[config.mk]
export PLATFORM = sky130hd
export DESIGN_NAME = vending_price_and_change_unit_top
export DESIGN_NICKNAME = d
export VERILOG_FILES = /design/src/hw/rtl/vpcu_pkg.sv /design/src/hw/rtl/vpcu_ram.sv /design/src/hw/rtl/vpcu_ctrl.sv /design/src/hw/rtl/vpcu_dp.sv /design/src/hw/rtl/vending_price_and_change_unit_top.sv
export SDC_FILE = /design/constraint.sdc
export NUM_CORES = 2
export LEC_CHECK = 0
export CELL_PAD_IN_SITES_DETAIL_PLACEMENT = 0
export CELL_PAD_IN_SITES_GLOBAL_PLACEMENT = 1
export CORE_AREA = 2 2 480 482
export CTS_CLUSTER_SIZE = 20
export DETAILED_ROUTE_END_ITERATION = 8
export DIE_AREA = 0 0 482 484
export DONT_BUFFER_PORTS = 1
export PLACE_DENSITY = 0.57
export SYNTH_ARGS = -nofsm -noshare
export SYNTH_HDL_FRONTEND = slang
export SYNTH_HIERARCHICAL = 1
export SYNTH_SLANG_ARGS = --single-unit
[constraint.sdc]
create_clock -name clk -period 8.2 [get_ports clk]
set_input_delay 2.46 -clock clk [delete_from_list [all_inputs] [get_ports clk]]
set_output_delay 2.46 -clock clk [all_outputs]
set_load 0.01 [all_outputs]
[src/hw/rtl/vpcu_pkg.sv]
// ----------------------------------------------------------------------------
// Vending price and change unit package
// Shared codes, widths and controller/datapath interface types.
// ----------------------------------------------------------------------------
`timescale 1ns / 1ps
`default_nettype none

package vpcu_pkg;

  localparam int PRODUCT_SLOTS_DEF = 64;
  localparam int CODE_W            = 6;
  localparam int CODE_EXT_W        = 9;
  localparam int MONEY_W           = 16;
  localparam int ADD_W             = 8;
  localparam int TENS_W            = 13;
  localparam int FIVES_W           = 14;

  typedef enum logic [2:0] {
    OPC_WRITE   = 3'd0,
    OPC_DELETE  = 3'd1,
    OPC_RESTOCK = 3'd2,
    OPC_BUY     = 3'd3,
    OPC_CHANGE  = 3'd4
  } opcode_t;

  typedef enum logic [1:0] {
    ST_OK        = 2'd0,
    ST_CREDIT    = 2'd1,
    ST_NO_CHANGE = 2'd2
  } status_t;

  typedef enum logic [3:0] {
    MOP_NONE,
    MOP_EXEC,
    MOP_BUY,
    MOP_DIV10,
    MOP_MIN10,
    MOP_SUB10,
    MOP_DIV5,
    MOP_MIN5,
    MOP_SUB5,
    MOP_ONES,
    MOP_COMMIT,
    MOP_OUT
  } mop_t;

  typedef enum logic [3:0] {
    S_IDLE,
    S_EXEC,
    S_BUY,
    S_DIV10,
    S_MIN10,
    S_SUB10,
    S_DIV5,
    S_MIN5,
    S_SUB5,
    S_ONES,
    S_COMMIT,
    S_OUT
  } state_t;

  typedef struct packed {
    logic take;
    mop_t mop;
  } cmd_t;

  typedef struct packed {
    logic [2:0] opcode;
    logic       out_free;
  } sts_t;

endpackage

`default_nettype wire

[src/hw/rtl/vpcu_ram.sv]
// ----------------------------------------------------------------------------
// Vending price and change unit RAM
// Generic single-port RAM with registered read data.
// ----------------------------------------------------------------------------
`timescale 1ns / 1ps
`default_nettype none

module vpcu_ram #(
  parameter int WIDTH = 16,
  parameter int DEPTH = 64,
  localparam int ADDR_W = (DEPTH > 1) ? $clog2(DEPTH) : 1
) (
  input  wire logic              clk,
  input  wire logic              we,
  input  wire logic              re,
  input  wire logic [ADDR_W-1:0] addr,
  input  wire logic [WIDTH-1:0]  wdata,
  output logic      [WIDTH-1:0]  rdata
);

  logic [WIDTH-1:0] mem [DEPTH];

  always_ff @(posedge clk) begin
    if (we) begin
      mem[addr] <= wdata;
    end
    if (re) begin
      rdata <= mem[addr];
    end
  end

endmodule

`default_nettype wire

[src/hw/rtl/vpcu_ctrl.sv]
// ----------------------------------------------------------------------------
// Vending price and change unit controller
// Sequences each transaction through the datapath micro-operations.
// ----------------------------------------------------------------------------
`timescale 1ns / 1ps
`default_nettype none

module vpcu_ctrl (
  input  wire logic           clk,
  input  wire logic           rst,
  input  wire logic           in_valid,
  output logic                in_ready,
  input  wire vpcu_pkg::sts_t sts,
  output vpcu_pkg::cmd_t      cmd
);

  vpcu_pkg::state_t state;
  vpcu_pkg::state_t state_next;

  always_ff @(posedge clk) begin
    if (rst) begin
      state <= vpcu_pkg::S_IDLE;
    end else begin
      state <= state_next;
    end
  end

  always_comb begin
    state_next = state;
    in_ready   = 1'b0;
    cmd.take   = 1'b0;
    cmd.mop    = vpcu_pkg::MOP_NONE;
    unique case (state)
      vpcu_pkg::S_IDLE: begin
        in_ready = 1'b1;
        if (in_valid) begin
          cmd.take   = 1'b1;
          state_next = vpcu_pkg::S_EXEC;
        end
      end
      vpcu_pkg::S_EXEC: begin
        cmd.mop = vpcu_pkg::MOP_EXEC;
        unique case (sts.opcode)
          vpcu_pkg::OPC_BUY:    state_next = vpcu_pkg::S_BUY;
          vpcu_pkg::OPC_CHANGE: state_next = vpcu_pkg::S_DIV10;
          default:              state_next = vpcu_pkg::S_OUT;
        endcase
      end
      vpcu_pkg::S_BUY: begin
        cmd.mop    = vpcu_pkg::MOP_BUY;
        state_next = vpcu_pkg::S_OUT;
      end
      vpcu_pkg::S_DIV10: begin
        cmd.mop    = vpcu_pkg::MOP_DIV10;
        state_next = vpcu_pkg::S_MIN10;
      end
      vpcu_pkg::S_MIN10: begin
        cmd.mop    = vpcu_pkg::MOP_MIN10;
        state_next = vpcu_pkg::S_SUB10;
      end
      vpcu_pkg::S_SUB10: begin
        cmd.mop    = vpcu_pkg::MOP_SUB10;
        state_next = vpcu_pkg::S_DIV5;
      end
      vpcu_pkg::S_DIV5: begin
        cmd.mop    = vpcu_pkg::MOP_DIV5;
        state_next = vpcu_pkg::S_MIN5;
      end
      vpcu_pkg::S_MIN5: begin
        cmd.mop    = vpcu_pkg::MOP_MIN5;
        state_next = vpcu_pkg::S_SUB5;
      end
      vpcu_pkg::S_SUB5: begin
        cmd.mop    = vpcu_pkg::MOP_SUB5;
        state_next = vpcu_pkg::S_ONES;
      end
      vpcu_pkg::S_ONES: begin
        cmd.mop    = vpcu_pkg::MOP_ONES;
        state_next = vpcu_pkg::S_COMMIT;
      end
      vpcu_pkg::S_COMMIT: begin
        cmd.mop    = vpcu_pkg::MOP_COMMIT;
        state_next = vpcu_pkg::S_OUT;
      end
      vpcu_pkg::S_OUT: begin
        if (sts.out_free) begin
          cmd.mop    = vpcu_pkg::MOP_OUT;
          state_next = vpcu_pkg::S_IDLE;
        end
      end
      default: begin
        state_next = vpcu_pkg::S_IDLE;
      end
    endcase
  end

endmodule

`default_nettype wire

[src/hw/rtl/vpcu_dp.sv]
// ----------------------------------------------------------------------------
// Vending price and change unit datapath
// Price memory, slot valid bits, coin inventory and change arithmetic.
// ----------------------------------------------------------------------------
`timescale 1ns / 1ps
`default_nettype none

module vpcu_dp #(
  parameter int PRODUCT_SLOTS = vpcu_pkg::PRODUCT_SLOTS_DEF
) (
  input  wire logic                          clk,
  input  wire logic                          rst,
  input  wire vpcu_pkg::cmd_t                cmd,
  output vpcu_pkg::sts_t                     sts,
  input  wire logic [2:0]                    opcode,
  input  wire logic [vpcu_pkg::CODE_W-1:0]   product_code,
  input  wire logic [vpcu_pkg::MONEY_W-1:0]  new_price,
  input  wire logic [vpcu_pkg::MONEY_W-1:0]  amount,
  input  wire logic [vpcu_pkg::ADD_W-1:0]    add_ones,
  input  wire logic [vpcu_pkg::ADD_W-1:0]    add_fives,
  input  wire logic [vpcu_pkg::ADD_W-1:0]    add_tens,
  output logic                               out_valid,
  input  wire logic                          out_ready,
  output logic [vpcu_pkg::MONEY_W-1:0]       amount_left,
  output logic [vpcu_pkg::MONEY_W-1:0]       paid_ones,
  output logic [vpcu_pkg::FIVES_W-1:0]       paid_fives,
  output logic [vpcu_pkg::TENS_W-1:0]        paid_tens,
  output logic [1:0]                         status
);

  localparam int ADDR_W = (PRODUCT_SLOTS > 1) ? $clog2(PRODUCT_SLOTS) : 1;
  localparam int PROD_W = 33;
  localparam int RECIP  = 52429;
  localparam int SHIFT10 = 19;
  localparam int SHIFT5  = 18;
  localparam int MW = vpcu_pkg::MONEY_W;

  logic [2:0]                     cur_op;
  logic [vpcu_pkg::CODE_W-1:0]    cur_code;
  logic [MW-1:0]                  cur_price;
  logic [MW-1:0]                  cur_amount;
  logic [vpcu_pkg::ADD_W-1:0]     cur_add_ones;
  logic [vpcu_pkg::ADD_W-1:0]     cur_add_fives;
  logic [vpcu_pkg::ADD_W-1:0]     cur_add_tens;

  logic [PRODUCT_SLOTS-1:0]       slot_valid;
  logic [MW-1:0]                  ones_held;
  logic [MW-1:0]                  fives_held;
  logic [MW-1:0]                  tens_held;

  logic [vpcu_pkg::FIVES_W-1:0]   quo;
  logic [vpcu_pkg::TENS_W-1:0]    take_tens;
  logic [vpcu_pkg::FIVES_W-1:0]   take_fives;
  logic [MW-1:0]                  take_ones;
  logic [MW-1:0]                  rem;

  logic [MW-1:0]                  res_left;
  logic [MW-1:0]                  res_ones;
  logic [vpcu_pkg::FIVES_W-1:0]   res_fives;
  logic [vpcu_pkg::TENS_W-1:0]    res_tens;
  logic [1:0]                     res_status;

  logic [vpcu_pkg::CODE_EXT_W-1:0] code_ext;
  logic [ADDR_W-1:0]              addr;
  logic                           in_range;
  logic                           ram_we;
  logic                           ram_re;
  logic [MW-1:0]                  ram_rdata;
  logic [MW-1:0]                  price;
  logic [PROD_W-1:0]              prod10;
  logic [PROD_W-1:0]              prod5;
  logic [MW:0]                    sum_ones;
  logic [MW:0]                    sum_fives;
  logic [MW:0]                    sum_tens;
  logic [MW-1:0]                  tens_value;
  logic [MW-1:0]                  fives_value;
  logic [MW-1:0]                  ones_min;

  assign code_ext = vpcu_pkg::CODE_EXT_W'(cur_code);
  assign addr     = code_ext[ADDR_W-1:0];
  assign in_range = code_ext < vpcu_pkg::CODE_EXT_W'(PRODUCT_SLOTS);
  assign ram_we   = (cmd.mop == vpcu_pkg::MOP_EXEC) && (cur_op == vpcu_pkg::OPC_WRITE)
                    && in_range;
  assign ram_re   = (cmd.mop == vpcu_pkg::MOP_EXEC) && (cur_op == vpcu_pkg::OPC_BUY);

  vpcu_ram #(
    .WIDTH(MW),
    .DEPTH(PRODUCT_SLOTS)
  ) u_price_ram (
    .clk  (clk),
    .we   (ram_we),
    .re   (ram_re),
    .addr (addr),
    .wdata(cur_price),
    .rdata(ram_rdata)
  );

  assign price = (in_range && slot_valid[addr]) ? ram_rdata : '0;

  assign prod10 = PROD_W'(cur_amount) * PROD_W'(RECIP);
  assign prod5  = PROD_W'(rem) * PROD_W'(RECIP);

  assign sum_ones  = {1'b0, ones_held} + (MW + 1)'(cur_add_ones);
  assign sum_fives = {1'b0, fives_held} + (MW + 1)'(cur_add_fives);
  assign sum_tens  = {1'b0, tens_held} + (MW + 1)'(cur_add_tens);

  assign tens_value  = (MW'(take_tens) << 3) + (MW'(take_tens) << 1);
  assign fives_value = (MW'(take_fives) << 2) + MW'(take_fives);
  assign ones_min    = (rem < ones_held) ? rem : ones_held;

  assign sts.opcode   = cur_op;
  assign sts.out_free = !out_valid || out_ready;

  always_ff @(posedge clk) begin
    if (rst) begin
      out_valid  <= 1'b0;
      slot_valid <= '0;
      ones_held  <= '0;
      fives_held <= '0;
      tens_held  <= '0;
    end else begin
      if (cmd.mop == vpcu_pkg::MOP_OUT) begin
        out_valid <= 1'b1;
      end else if (out_ready) begin
        out_valid <= 1'b0;
      end
      if (cmd.mop == vpcu_pkg::MOP_EXEC) begin
        case (cur_op)
          vpcu_pkg::OPC_WRITE: begin
            if (in_range) begin
              slot_valid[addr] <= 1'b1;
            end
          end
          vpcu_pkg::OPC_DELETE: begin
            if (in_range) begin
              slot_valid[addr] <= 1'b0;
            end
          end
          vpcu_pkg::OPC_RESTOCK: begin
            ones_held  <= sum_ones[MW] ? '1 : sum_ones[MW-1:0];
            fives_held <= sum_fives[MW] ? '1 : sum_fives[MW-1:0];
            tens_held  <= sum_tens[MW] ? '1 : sum_tens[MW-1:0];
          end
          default: begin
          end
        endcase
      end
      if (cmd.mop == vpcu_pkg::MOP_COMMIT && rem == '0) begin
        tens_held  <= tens_held - MW'(take_tens);
        fives_held <= fives_held - MW'(take_fives);
        ones_held  <= ones_held - take_ones;
      end
    end
  end

  always_ff @(posedge clk) begin
    if (cmd.take) begin
      cur_op        <= opcode;
      cur_code      <= product_code;
      cur_price     <= new_price;
      cur_amount    <= amount;
      cur_add_ones  <= add_ones;
      cur_add_fives <= add_fives;
      cur_add_tens  <= add_tens;
      res_left      <= '0;
      res_ones      <= '0;
      res_fives     <= '0;
      res_tens      <= '0;
      res_status    <= vpcu_pkg::ST_OK;
    end
    unique case (cmd.mop)
      vpcu_pkg::MOP_BUY: begin
        if (cur_amount >= price) begin
          res_left <= cur_amount - price;
        end else begin
          res_left   <= cur_amount;
          res_status <= vpcu_pkg::ST_CREDIT;
        end
      end
      vpcu_pkg::MOP_DIV10: begin
        quo <= vpcu_pkg::FIVES_W'(prod10 >> SHIFT10);
      end
      vpcu_pkg::MOP_MIN10: begin
        take_tens <= (MW'(quo) < tens_held) ? quo[vpcu_pkg::TENS_W-1:0]
                                            : tens_held[vpcu_pkg::TENS_W-1:0];
      end
      vpcu_pkg::MOP_SUB10: begin
        rem <= cur_amount - tens_value;
      end
      vpcu_pkg::MOP_DIV5: begin
        quo <= vpcu_pkg::FIVES_W'(prod5 >> SHIFT5);
      end
      vpcu_pkg::MOP_MIN5: begin
        take_fives <= (MW'(quo) < fives_held) ? quo : fives_held[vpcu_pkg::FIVES_W-1:0];
      end
      vpcu_pkg::MOP_SUB5: begin
        rem <= rem - fives_value;
      end
      vpcu_pkg::MOP_ONES: begin
        take_ones <= ones_min;
        rem       <= rem - ones_min;
      end
      vpcu_pkg::MOP_COMMIT: begin
        if (rem != '0) begin
          res_left   <= cur_amount;
          res_status <= vpcu_pkg::ST_NO_CHANGE;
        end else begin
          res_tens  <= take_tens;
          res_fives <= take_fives;
          res_ones  <= take_ones;
        end
      end
      vpcu_pkg::MOP_OUT: begin
        amount_left <= res_left;
        paid_ones   <= res_ones;
        paid_fives  <= res_fives;
        paid_tens   <= res_tens;
        status      <= res_status;
      end
      default: begin
      end
    endcase
  end

endmodule

`default_nettype wire

[src/hw/rtl/vending_price_and_change_unit_top.sv]
// ----------------------------------------------------------------------------
// Vending price and change unit
// Price table, coin inventory and greedy change with one result per transaction.
// ----------------------------------------------------------------------------
// The unit handles one transaction at a time and returns exactly one result for
// each. Write, delete, restock and unused opcodes pass through the execute and
// output states, buy adds a state because of the registered read of the price
// memory, and give change runs the tens and fives divide, minimum and subtract
// steps and then the ones step one after another, sharing the quotient and
// remainder registers of the datapath. The next transaction is accepted in the
// cycle after a result is loaded. A finished result sits in the output register
// until it is taken, and a following result waits in the datapath, with the
// controller held in its output state, until that register is free.
`timescale 1ns / 1ps
`default_nettype none

module vending_price_and_change_unit_top #(
  parameter int PRODUCT_SLOTS = vpcu_pkg::PRODUCT_SLOTS_DEF
) (
  input  wire logic                          clk,
  input  wire logic                          rst,
  input  wire logic                          in_valid,
  output logic                               in_ready,
  input  wire logic [2:0]                    opcode,
  input  wire logic [vpcu_pkg::CODE_W-1:0]   product_code,
  input  wire logic [vpcu_pkg::MONEY_W-1:0]  new_price,
  input  wire logic [vpcu_pkg::MONEY_W-1:0]  amount,
  input  wire logic [vpcu_pkg::ADD_W-1:0]    add_ones,
  input  wire logic [vpcu_pkg::ADD_W-1:0]    add_fives,
  input  wire logic [vpcu_pkg::ADD_W-1:0]    add_tens,
  output logic                               out_valid,
  input  wire logic                          out_ready,
  output logic [vpcu_pkg::MONEY_W-1:0]       amount_left,
  output logic [vpcu_pkg::MONEY_W-1:0]       paid_ones,
  output logic [vpcu_pkg::FIVES_W-1:0]       paid_fives,
  output logic [vpcu_pkg::TENS_W-1:0]        paid_tens,
  output logic [1:0]                         status
);

  vpcu_pkg::cmd_t cmd;
  vpcu_pkg::sts_t sts;

  vpcu_ctrl u_ctrl (
    .clk     (clk),
    .rst     (rst),
    .in_valid(in_valid),
    .in_ready(in_ready),
    .sts     (sts),
    .cmd     (cmd)
  );

  vpcu_dp #(
    .PRODUCT_SLOTS(PRODUCT_SLOTS)
  ) u_dp (
    .clk         (clk),
    .rst         (rst),
    .cmd         (cmd),
    .sts         (sts),
    .opcode      (opcode),
    .product_code(product_code),
    .new_price   (new_price),
    .amount      (amount),
    .add_ones    (add_ones),
    .add_fives   (add_fives),
    .add_tens    (add_tens),
    .out_valid   (out_valid),
    .out_ready   (out_ready),
    .amount_left (amount_left),
    .paid_ones   (paid_ones),
    .paid_fives  (paid_fives),
    .paid_tens   (paid_tens),
    .status      (status)
  );

endmodule

`default_nettype wire
Word level (Yosys, flattened, before mapping)
Memory sizes are Yosys's and may differ from the RTL's. A register that Yosys moved wholly into a read port is not among the register bits.
Cells that the tools add are included.
- register bits: 377
- RAM bits: 1024
- word-level logic and storage cells: 160
- memories: 1
- $add $sub $neg: 12
- $mul: 2
- order comparisons: 7
- equal/unequal tests: 30
- muxes and demuxes: 55
- bitwise logic cells: 3
- reduce and logical (&&, ||, !) cells: 22
- memory list (name ; words ; width ; rd ports ; clocked after Yosys merged registers in ; write ports ; line ; text):
    u_dp.u_price_ram.mem ; 64 ; 16 ; 1 ; 1 ; 1 ; vpcu_ram.sv:21 ; logic [WIDTH-1:0] mem [DEPTH];
- operators with widths (kind ; number):
    two-way mux 16 bit ; 20
    two-way mux 64 bit ; 2
    one-hot mux 64 bit (2 select lines) ; 1
    one-hot mux 4 bit (11 select lines) ; 2
    subtractor 16 bit ; 5
    bitwise AND 64 bit ; 1
    multiplier 16 x 16 -> 32 bit (second input constant) ; 2
    NOT 64 bit ; 1
    bitwise OR 64 bit ; 1
    two-way mux 14 bit ; 4
    two-way mux 13 bit ; 4
    adder 16 x 8 -> 17 bit ; 3
    one-hot mux 16 bit (3 select lines) ; 1
    adder 16 x 14 -> 16 bit ; 2
    equality test 4 x 3 -> 1 bit (second input constant) ; 8
    equality test 4 bit (second input constant) ; 8
    < comparator 14 x 16 -> 1 bit ; 2
    one-hot mux 16 bit (2 select lines) ; 1
    one-hot mux 14 bit (2 select lines) ; 1
    equality test 4 x 2 -> 1 bit (second input constant) ; 4
    greater-or-equal comparator 16 bit ; 1
    zero test 16 bit ; 1
    < comparator 16 bit ; 1
    nonzero test 16 bit ; 1
    27 further kinds ; 54

Logic depth before layout (Yosys ltp)
- depth after elaboration: 9
- depth in mapped cells: 26
- mapped depth without buffers: 24

Cells and area by module
The synthesis kept the hierarchy.
- modules (own cells, without submodules) (module ; times used ; cells each ; area each (um^2)):
    vpcu_ram ; 1 ; 2264 ; 39640.5
    vpcu_dp ; 1 ; 3138 ; 30412.9
    vpcu_ctrl ; 1 ; 39 ; 335.3

Worst setup path before layout
Ideal clock, no wire load.
- kind: input -> register
- start: input port out_ready
- end: register u_dp/amount_left[0] (netlist name) (enable)
- library setup time: 0.482 ns
- data arrival time: 5.727 ns
- required time: 7.718 ns
- setup slack: 1.991 ns
- cell stages on the path: 6
- path through: nand2b_1 -> inv_1 -> a21oi_1 -> o21a_1 -> nand2_1 -> nor2_1
- RTL lines (item ; line ; text):
    start: declaration ; vending_price_and_change_unit_top.sv:32 ; input wire logic out_ready,
    end signal: assignment ; vpcu_dp.sv:214 ; amount_left <= res_left;
    end: declaration ; vpcu_dp.sv:24 ; output logic [vpcu_pkg::MONEY_W-1:0] amount_left,

Worst setup path in the final report
- start: register u_dp.cur_amount[7]
- end: register u_dp/quo[12] (netlist name) (data pin)
- word-level cells in the longest chain between the ends: 2
- ends and longest elaborated chain (item ; line ; text):
    start: declaration ; vpcu_dp.sv:41 ; logic [MW-1:0] cur_amount;
    start signal: assignment ; vpcu_dp.sv:161 ; cur_amount <= amount;
    multiplier 16 x 16 -> 32 bit ; vpcu_dp.sv:100 ; assign prod10 = PROD_W'(cur_amount) * PROD_W'(RECIP);
    one-hot mux 14 bit (2 select lines) ; vpcu_dp.sv:171 ; unique case (cmd.mop)
    end signal: assignment ; vpcu_dp.sv:181 ; quo <= vpcu_pkg::FIVES_W'(prod10 >> SHIFT10);
    end signal: assignment ; vpcu_dp.sv:191 ; quo <= vpcu_pkg::FIVES_W'(prod5 >> SHIFT5);
    end: declaration ; vpcu_dp.sv:51 ; logic [vpcu_pkg::FIVES_W-1:0] quo;
Every way passes these cells.
A chain may end at the register's enable or synchronous reset.

==> results.py <==
metrics = {
    "synth": {
        "synth-edff-count": 1239,
        "ys_types": 94,
        "synth-seq-cells": 1417,
        "synthArstFlopShare_pct": 0,
        "ys_seq_area_share_pct": 57.92,
        "synthFlopType": "edfxtp_1",
        "synth_largest_area_cell": "edfxtp_1",
        "synthTopCellsByArea": "edfxtp_1, ha_1, fa_1",
        "avgSynthCellArea_um2": 12.94,
        "synth_top_area_share_pct": 52.86,
        "synthCells": 5441,
        "netlist_area_um2": 70390,
        "synth_nets": 6143,
        "ys_warn_count": 6,
    },
    "finish": {
        "stdcell_count": 8684,
        "fillCellCount": 22370,
        "seq_area_um2": 40770,
        "drive_gt1_share_pct": 9.179,
        "final_nets": 6228,
        "finalCoreUtilization_pct": 34.90,
        "multiInputGateArea_um2": 26720,
        "final_cell_mix": "edfxtp_1, inv_1, ha_1",
        "area_growth_pct": 13.33,
        "final_common_cell": "edfxtp_1",
    },
    "critical_path": {
        "startpoint": "u_dp/cur_amount[7]",
        "criticalPathCategory": "flop to flop",
        "critPathArrivalTime_ps": 7140,
        "ff2ff_setup_slack_ps": 1620,
        "critPathRequiredTime_ps": 8750,
        "regToRegStartpoint": "u_dp/cur_amount[7]",
        "start_kind": "flop",
        "crit_path_end_kind": "flop",
        "crit_path_max_fanout": 8,
    },
    "power": {
        "power_leakage_nw": 28.98,
        "p_per_area_nw_per_um2": 401.8,
        "p_sw_share_pct": 40.34,
        "peakVddDrop_mv": 1.128,
        "clockPowerShare_pct": 22.7,
        "comb_power_share_pct": 49.8,
        "power_mw": 32.05,
        "internal_power_mw": 19.12,
        "p_switching_mw": 12.93,
        "p_seq_share_pct": 27.5,
    },
    "drt": {
        "first_iter_violations": 3654,
        "vias": 44930,
        "drc": 0,
        "routed_wl_um": 217900,
        "first_pass_iters": 6,
        "vias_per_cell": 5.174,
        "wl_per_cell_um": 25.09,
        "ant_nets": 0,
    },
    "hold_path": {
        "min_path_type": "flop to flop",
        "min_from": "u_dp/res_tens[5]",
    },
    "global_routing": {
        "grt_first_pass_wirelength_um": 318000,
        "grt_usage_pct": 18.43,
        "grt_max_degree": 114,
        "grt_overflow": 0,
        "grt_pass1_vias": 45270,
        "antenna_found_initial": 11,
    },
    "timing": {
        "setup_violations": 0,
        "worst_slew_pin_slew_ps": 1235,
        "rsz0062_at_grt": "no",
        "relSlewSlack_pct": 15.51,
        "slew_violations": 0,
        "clock_skew_ps": 71.46,
        "fin_crit_sh_pct": 80.30,
        "hold_viol": 0,
        "min_period_ps": 6585,
        "finalSetupTns_ps": 0,
        "max_freq_mhz": 151.9,
    },
    "placement": {
        "dp_hpwl_um": 148200,
        "place_congestion": 0.8787,
        "place_inst": 8390,
        "portBuffers": 0,
    },
    "clocking": {
        "cts.repair.resized": 0,
        "cts-root-buf": "clkbuf_16",
        "clk_latency_ps": 810,
        "holdBufCountCts": 0,
        "cts_made_buffers": 160,
        "cts_tree": "yes",
        "htree_num_levels": 4,
        "clockBufferDepth": 3,
        "cts_post_setup_buffers_inserted": 0,
        "clkSlewWorstSetupHoldPaths_ps": 60,
        "cts.sinks": 1417,
    },
    "floorplanning": {
        "die-area_um2": 233300,
        "io_pins": 132,
        "die_h_um": 484,
        "coreArea_um2": 228600,
        "initial_core_util_pct": 30.79,
        "num_rows": 176,
        "die_width_um": 482,
    },
    "status": {
        "run_status": "completed",
    },
    "job": {
        "cap_violations": 0,
    },
}
-- final cells by class --
cell class / instances / area share (%)
Sequential cell: 1417 / 51.11
Multi-Input combinational cell: 3280 / 33.49
Clock buffer: 197 / 5.297
Tap cell: 3026 / 4.746
Inverter: 488 / 2.296
Timing Repair Buffer: 179 / 1.684
Clock inverter: 93 / 1.366
Antenna cell: 4 / 0.01255
-- metrics by stage --
step / worst slack (ps) / hold slack [ps] / instance area [um2]
finish: 1615 / 406.2 / 79770
global route: 1121 / 415.5 / 79760
CTS: 1588 / 410.0 / 79760
detailed placement: 1497 / 413.7 / 74450
global placement: 1532 / 418.3 / 74450
floorplan: 1991 / 408.6 / 70390
-- logic make-up after synthesis --
| group | count (synthesis) | synth area share (%) |
|---|---|---|
| muxes | 226 | 3.425 |
| and+or+nand+nor | 934 | 6.008 |
| AOI/OAI and AO/OA | 1356 | 13.40 |
| adders and majority gates | 633 | 13.29 |
| DFF | 1417 | 57.92 |
| buffers and inverters | 744 | 4.328 |
| xor gates and xnor gates | 131 | 1.630 |
-- per-layer routing --
metal  share of wire [%]  global-route usage, %
met3                 5.0                  2.706
met2                  48                  30.75
met1                  43                  24.18
met4                 4.0                  6.712
met5                   0                      0
-- power by group through the flow --
stage / Clock [mW] / Sequential, mW / Combinational [mW]
floorplan: 0 / 8.81 / 11.7
finish: 7.28 / 8.81 / 16.0
CTS: 7.46 / 8.82 / 16.3
detailed placement: 0 / 8.97 / 16.1
global route: 7.75 / 8.83 / 18.6
global placement: 0 / 8.97 / 16.3
-- final timing paths --
path                        to  depth (start not counted)
max               u_dp/quo[12]                         21
min          u_dp/paid_tens[5]                          0
max reg2reg       u_dp/quo[12]                         21
min reg2reg  u_dp/paid_tens[5]                          0
-- cell usage after synthesis (13+ instances only) --
library cell     n
edfxtp_1      1239
inv_1          485
ha_1           442
nor2_1         368
a21oi_1        262
nand2_1        258
a22oi_1        217
o21ai_0        192
fa_1           191
dfxtp_1        178
mux2i_1        170
clkbuf_1       135
a221oi_1       113
a211oi_1        72
buf_2           68
o22ai_1         68
xnor2_1         68
xor2_1          63
nor3_1          61
a21o_1          58
mux2_2          48
nand3_1         48
a311oi_1        44
a31oi_1         44
nor2b_1         30
nand2b_1        29
o21a_1          29
o22a_1          28
nand4_1         27
a22o_1          23
o211ai_1        23
o221ai_1        22
or3_1           22
a2111oi_0       21
buf_1           21
buf_4           19
o21ai_1         16
o31ai_1         15
and2_1          14
and3_1          14
a221o_1         13
buf_6           13
-- registers in the layout (all words and copies together) (netlist names), 14 cells and up, named ones only --
name	flops
u_dp/ones_held	16
u_dp/fives_held	16
u_dp/res_fives	14
u_dp/paid_fives	14
u_dp/res_left	16
u_dp/u_price_ram/rdata	16
u_dp/tens_held	16
u_dp/quo	14
u_dp/rem	16
u_dp/paid_ones	16
u_dp/cur_amount	16
u_dp/res_ones	16
u_dp/amount_left	16
u_dp/take_ones	16
u_dp/cur_price	16
u_dp/u_price_ram/mem	1024
u_dp/take_fives	14
-- critical path: stages (launching register included) --
cell and delay, ps:
edfxtp_1 640, ha_1 440, inv_1 110, fa_1 550
inv_1 60, fa_1 500, fa_1 520, fa_1 550
inv_1 50, fa_1 530, inv_1 50, ha_1 290
nand2_1 50, o21ai_0 240, and3b_1 230, a2111oi_0 470
or2_1 260, a41o_1 270, o41a_1 200, a21oi_1 100
xnor2_1 150, o21ai_1 70
(Power assumes the default switching activity.)
